$ cat config.mk
export PLATFORM = sky130hd
export DESIGN_NAME = flsa_out_buf
export DESIGN_NICKNAME = d
export VERILOG_FILES = /design/src/hdl/flsa_pkg.sv /design/src/hdl/flsa_out_buf.sv
export SDC_FILE = /design/constraint.sdc
export NUM_CORES = 1
export LEC_CHECK = 0
export BUFFER_PORTS_ARGS = -buffer_cell sky130_fd_sc_hd__buf_2
export CAP_MARGIN = 40
export CELL_PAD_IN_SITES_DETAIL_PLACEMENT = 0
export CELL_PAD_IN_SITES_GLOBAL_PLACEMENT = 1
export CORE_MARGIN = 2
export CORE_UTILIZATION = 44
export CTS_CLUSTER_SIZE = 40
export DETAILED_ROUTE_END_ITERATION = 8
export PLACE_DENSITY_LB_ADDON = 0.1
export REMOVE_ABC_BUFFERS = 1
export SYNTH_ARGS = -nofsm -noshare
export SYNTH_HDL_FRONTEND = slang
export SYNTH_SLANG_ARGS = --single-unit
$ cat constraint.sdc
create_clock -name clock -period 4.25 [get_ports clock]
set_input_delay 0.6375 -clock clock [delete_from_list [all_inputs] [get_ports clock]]
set_output_delay 0.6375 -clock clock [all_outputs]
set_load 0.005 [all_outputs]
$ cat src/hdl/flsa_pkg.sv
package flsa_pkg;

   localparam int SLOT_W      = 12;
   localparam int COUNT_W     = SLOT_W + 1;
   localparam int TDATA_W     = ((SLOT_W + 7) / 8) * 8;
   localparam int SLOT_SPACE  = 1 << SLOT_W;
   localparam int BLOCK_SLOTS = 512;
   localparam int CHUNKS      = 8;
   localparam int RAW_POOL    = BLOCK_SLOTS * CHUNKS;
   localparam int POOL_INT    = (RAW_POOL > SLOT_SPACE) ? SLOT_SPACE : RAW_POOL;
   localparam logic [COUNT_W-1:0] POOL_SLOTS = COUNT_W'(POOL_INT);

   localparam logic OP_ALLOC   = 1'b0;
   localparam logic OP_RELEASE = 1'b1;

   localparam logic STATUS_OK        = 1'b0;
   localparam logic STATUS_EXHAUSTED = 1'b1;

   typedef enum logic {
      ST_IDLE,
      ST_POP
   } flsa_state_type;

   typedef struct packed {
      logic [SLOT_W-1:0] granted_slot;
      logic              status;
   } flsa_result_type;

endpackage

$ cat src/hdl/flsa_out_buf.sv
module flsa_out_buf
   import flsa_pkg::*;
(
   input  logic            clock,
   input  logic            reset,
   input  logic            push,
   input  flsa_result_type push_data,
   output logic            full,
   output logic            rsp_tvalid,
   input  logic            rsp_tready,
   output flsa_result_type rsp_data
);

   logic            main_valid_ff;
   logic            main_valid_in;
   flsa_result_type main_data_ff;
   flsa_result_type main_data_in;
   logic            skid_valid_ff;
   logic            skid_valid_in;
   flsa_result_type skid_data_ff;
   flsa_result_type skid_data_in;
   logic            main_free;

   assign main_free  = !main_valid_ff || rsp_tready;
   assign full       = skid_valid_ff;
   assign rsp_tvalid = main_valid_ff;
   assign rsp_data   = main_data_ff;

   always_comb begin
      main_valid_in = main_valid_ff;
      main_data_in  = main_data_ff;
      skid_valid_in = skid_valid_ff;
      skid_data_in  = skid_data_ff;
      if (main_free) begin
         if (skid_valid_ff) begin
            // promote the held beat, park the new one behind it
            main_valid_in = 1'b1;
            main_data_in  = skid_data_ff;
            skid_valid_in = push;
            skid_data_in  = push_data;
         end else begin
            main_valid_in = push;
            main_data_in  = push_data;
         end
      end else if (push) begin
         skid_valid_in = 1'b1;
         skid_data_in  = push_data;
      end
   end

   always_ff @(posedge clock) begin
      if (reset) begin
         main_valid_ff <= 1'b0;
         skid_valid_ff <= 1'b0;
      end else begin
         main_valid_ff <= main_valid_in;
         skid_valid_ff <= skid_valid_in;
      end
      main_data_ff <= main_data_in;
      skid_data_ff <= skid_data_in;
   end

endmodule

==> reports/summary.md <==
The number of clock buffers added by TritonCTS is 3. Registers take 821 um^2. For the initial antenna violation count, the log shows 0. The class of the most critical hold timing path is in2reg. The number of instances in the synthesized netlist is 53. For the final routed database, the setup TNS stands at 0 ps. The critical setup path kind is reg2out. The stage delay of the slowest cell on the critical path was 880 ps. 0 antenna diodes ended up in the layout.

The clock passes through at most 2 buffers. The multi-input combinational cells in the finished layout cover a total of 209 um^2. The tools report the number of routed nets with antenna violations as 0.

The routed wirelength normalized by instance count was 13.4 um; the fraction of final layout cells with drive strength greater than 1 was 0.547. The mean instance size in the synthesized netlist is 20.1 um^2, and the number of DRC violations after detailed routing is 0. The starting utilization of the core area was 0.472. Setup repair after global routing left no endpoint under its margin. The final hold violation count is 0. Ranked by total cell area, the synthesized netlist is headed by edfxtp_1 73%, mux2_4 8.5%, mux2_2 7.4%. Family with the most delay on the worst path: flip-flops.

The endpoint type of the worst setup path was an output port. The share of the synthesized area in compound gates (AO/OA/AOI/OAI) was 0.0141. The dominant combinational cell family by area after synthesis is multiplexers.

The critical path ends at full. The startpoint identified for the worst register-to-register timing path is rsp_tvalid. The flip-flop and latch count after synthesis is 28, and the power density over the cells is 378 mW/mm^2. The die covers 0.00283 mm^2. After detailed routing, the total wire length is 1530 um.

The signal on the critical path passes through buf_2. The worst-margin pin slew was 812 ps; the maximum fanout count along the critical path was 18. After floorplanning, the core was sized to cover 0.00225 mm^2.

The startpoint class of the critical path is a register. At the worst endpoint, the arrival time is 1430 ps. From synthesis to final layout, the design area changed by 17.4%. Clock tree synthesis selected as its root buffer the cell clkbuf_4. The logs give 481 for the via count of the first global-routing pass and 195 for the filler cell count in the final layout. For the HPWL after detailed placement, the log shows 1080 um. After layout, the design draws a total of 0.000472 W. For the worst-skew pair, the clock arrives at the later sink with an insertion delay of 320 ps.

The logs give 0 for the hold buffer count at cts and 0 for the number of endpoints failing setup at the final stage. The fraction of the mapped netlist area in adder cells came out at 0. The worst endpoint required time was 3610 ps; the first-pass iteration count of the detailed router was 4. The first global-routing pass estimated 2220 um of wire. For this design the top-level I/O count stands at 32.

The number of gates resized after CTS was 0. Share of the synthesized area in the top cell type: 0.733. The worst-case IR drop observed on VDD is 210 uV. The number of sinks driven by the clock tree is 28. Summed over all cells, the static leakage comes to 0.495 nW.

The post-synth design cell area is 0.00106 mm^2. For this run, the top clock speed supported by timing is 0.483 GHz. In this run the post-CTS setup repair buffer count came out at 0. The flow ran to the end, and the final reports show no timing, DRC or antenna violations. For the overall track demand over capacity in global routing, the log shows 0.118. The ratio of final minimum period to clock period was 0.487; the pin count of the biggest net entering global routing was 19. For this block, the via count after detailed routing is 538. Via count normalized by instance count: 4.72. Clock-pin slew was measured on the worst setup and hold paths at 130 ps.

The tools report the number of pins exceeding their max-slew limit in the final report as 0. Depth of the CTS H-tree: 1. The end of the worst register-to-register path is skid_data_ff[7]. After the last flow step, the layout net total stands at 104. After global routing the overflow that remains totals 0.

The first element of the critical path was full. The leading cell type in the layout, fill and taps excluded is buf_2. The post-synthesis share of cell area spent on xor and xnor gates was 0; the slack of the worst reg-to-reg path was 2450 ps. The minimum period implied by the final worst setup slack was 2070 ps.

In this run the horizontal extent of the chip is 53.2 um. Worst-path cell with the longest stage delay: dfxtp_1. For the floorplan row count, the log shows 17. The post-route clock skew is 7.51 ps, and the last weighted congestion value of the routability-driven placer is 0.659. Across the run, the number of max-cap violations was 0. The buffers plus inverters on the worst setup path was 1; the count of yosys warnings during synthesis was 0.

Sequential fraction of the synthesis area: 0.771. The number of gates on the worst path with buffers counted came out at 1. TritonCTS built the clock tree. After synthesis, the netlist uses 12 different library cells. During placement, the flow inserted port buffers numbering 31. The height of the die is 53.2 um. In the layout the commonest cells are 31 x buf_2, 26 x edfxtp_1, 7 x mux2_2.

Counting cells, the worst reg-to-reg path comes to 4. The detailed router finished its first iteration with 2 violations. Simple-gate share of the synthesized area: 0.0235. Summed over all instances, the cell type with the most area after synthesis is edfxtp_1. The relative slew slack was 0.458. The proportion of synthesized area in mux cells came out at 0.159.
==> per-stage QoR <==
step                      hold WS [ps]  worst slack (ps)  std cells  area, um^2  utilization
after floorplan                    523              2470         51        1030            -
after global placement             530              2150        110        1220        0.543
after detailed placement           532              2100        110        1220        0.543
after CTS                          462              2140        114        1250        0.554
after global routing               464              2080        114        1250        0.554
final                              472              2180        114        1250        0.554
==> state kept, by name, summed over array words and instances, names as in the netlist <==
signal and count:
full 1, rsp_data 13, rsp_tvalid 1, skid_data_ff 13
==> how the worst min path moves through the flow <==
stage | start | end | slack, ps | cells after the start
6_report | reset | rsp_tvalid | 470 | 2
5_1_grt | reset | rsp_tvalid | 460 | 2
4_1_cts | reset | full | 460 | 2
3_5_place_dp | skid_data_ff[1] | rsp_data[1] | 530 | 1
3_3_place_gp | skid_data_ff[4] | rsp_data[4] | 530 | 1
2_1_floorplan | skid_data_ff[0] | rsp_data[0] | 520 | 1
==> power by group <==
group	switching, W	total [W]	internal [W]	leakage (nW)
logic	0.0000176	0.0000400	0.0000224	0.209
registers	0.00000522	0.000325	0.000320	0.270
clock network	0.0000730	0.000107	0.0000344	0.0154
total	0.0000958	0.000472	0.000377	0.495
==> cell usage after synthesis (all sizes together) <==
cell type and n:
nor2 1, a21oi 2, mux2 13, o21ai 1, inv 1, nor2b 1
edfxtp 26, dfxtp 2, buf 2, nand2 4
==> logic make-up (layout without fill, tap and decap cells) <==
| kind of cell | after synthesis | after routing |
|---|---|---|
| compound gates | 3 | 3 |
| buf+inv | 3 | 36 |
| flops | 28 | 28 |
| mux | 13 | 13 |
| simple gates | 6 | 6 |
==> area by class of cell <==
| class | count | share of cell area |
|---|---|---|
| flip-flops and latches | 28 | 0.657 |
| multi-input cells | 22 | 0.167 |
| repair buffers | 31 | 0.124 |
| well taps | 28 | 0.0280 |
| clock buffers | 3 | 0.0180 |
| clock inverters | 1 | 0.00300 |
| inverters | 1 | 0.00300 |
==> per-layer routing <==
layer | share of wire | wire (um) | global-route usage | vias up
li1 | - | - | - | 267
met1 | 0.45 | 692 | 0.142 | 247
met2 | 0.49 | 742 | 0.196 | 20
met3 | 0.046 | 71 | 0.0254 | 4
met4 | 0.015 | 23 | 0.0641 | 0
met5 | 0 | 0 | 0 | -
Power figures use the tool's default switching activity.
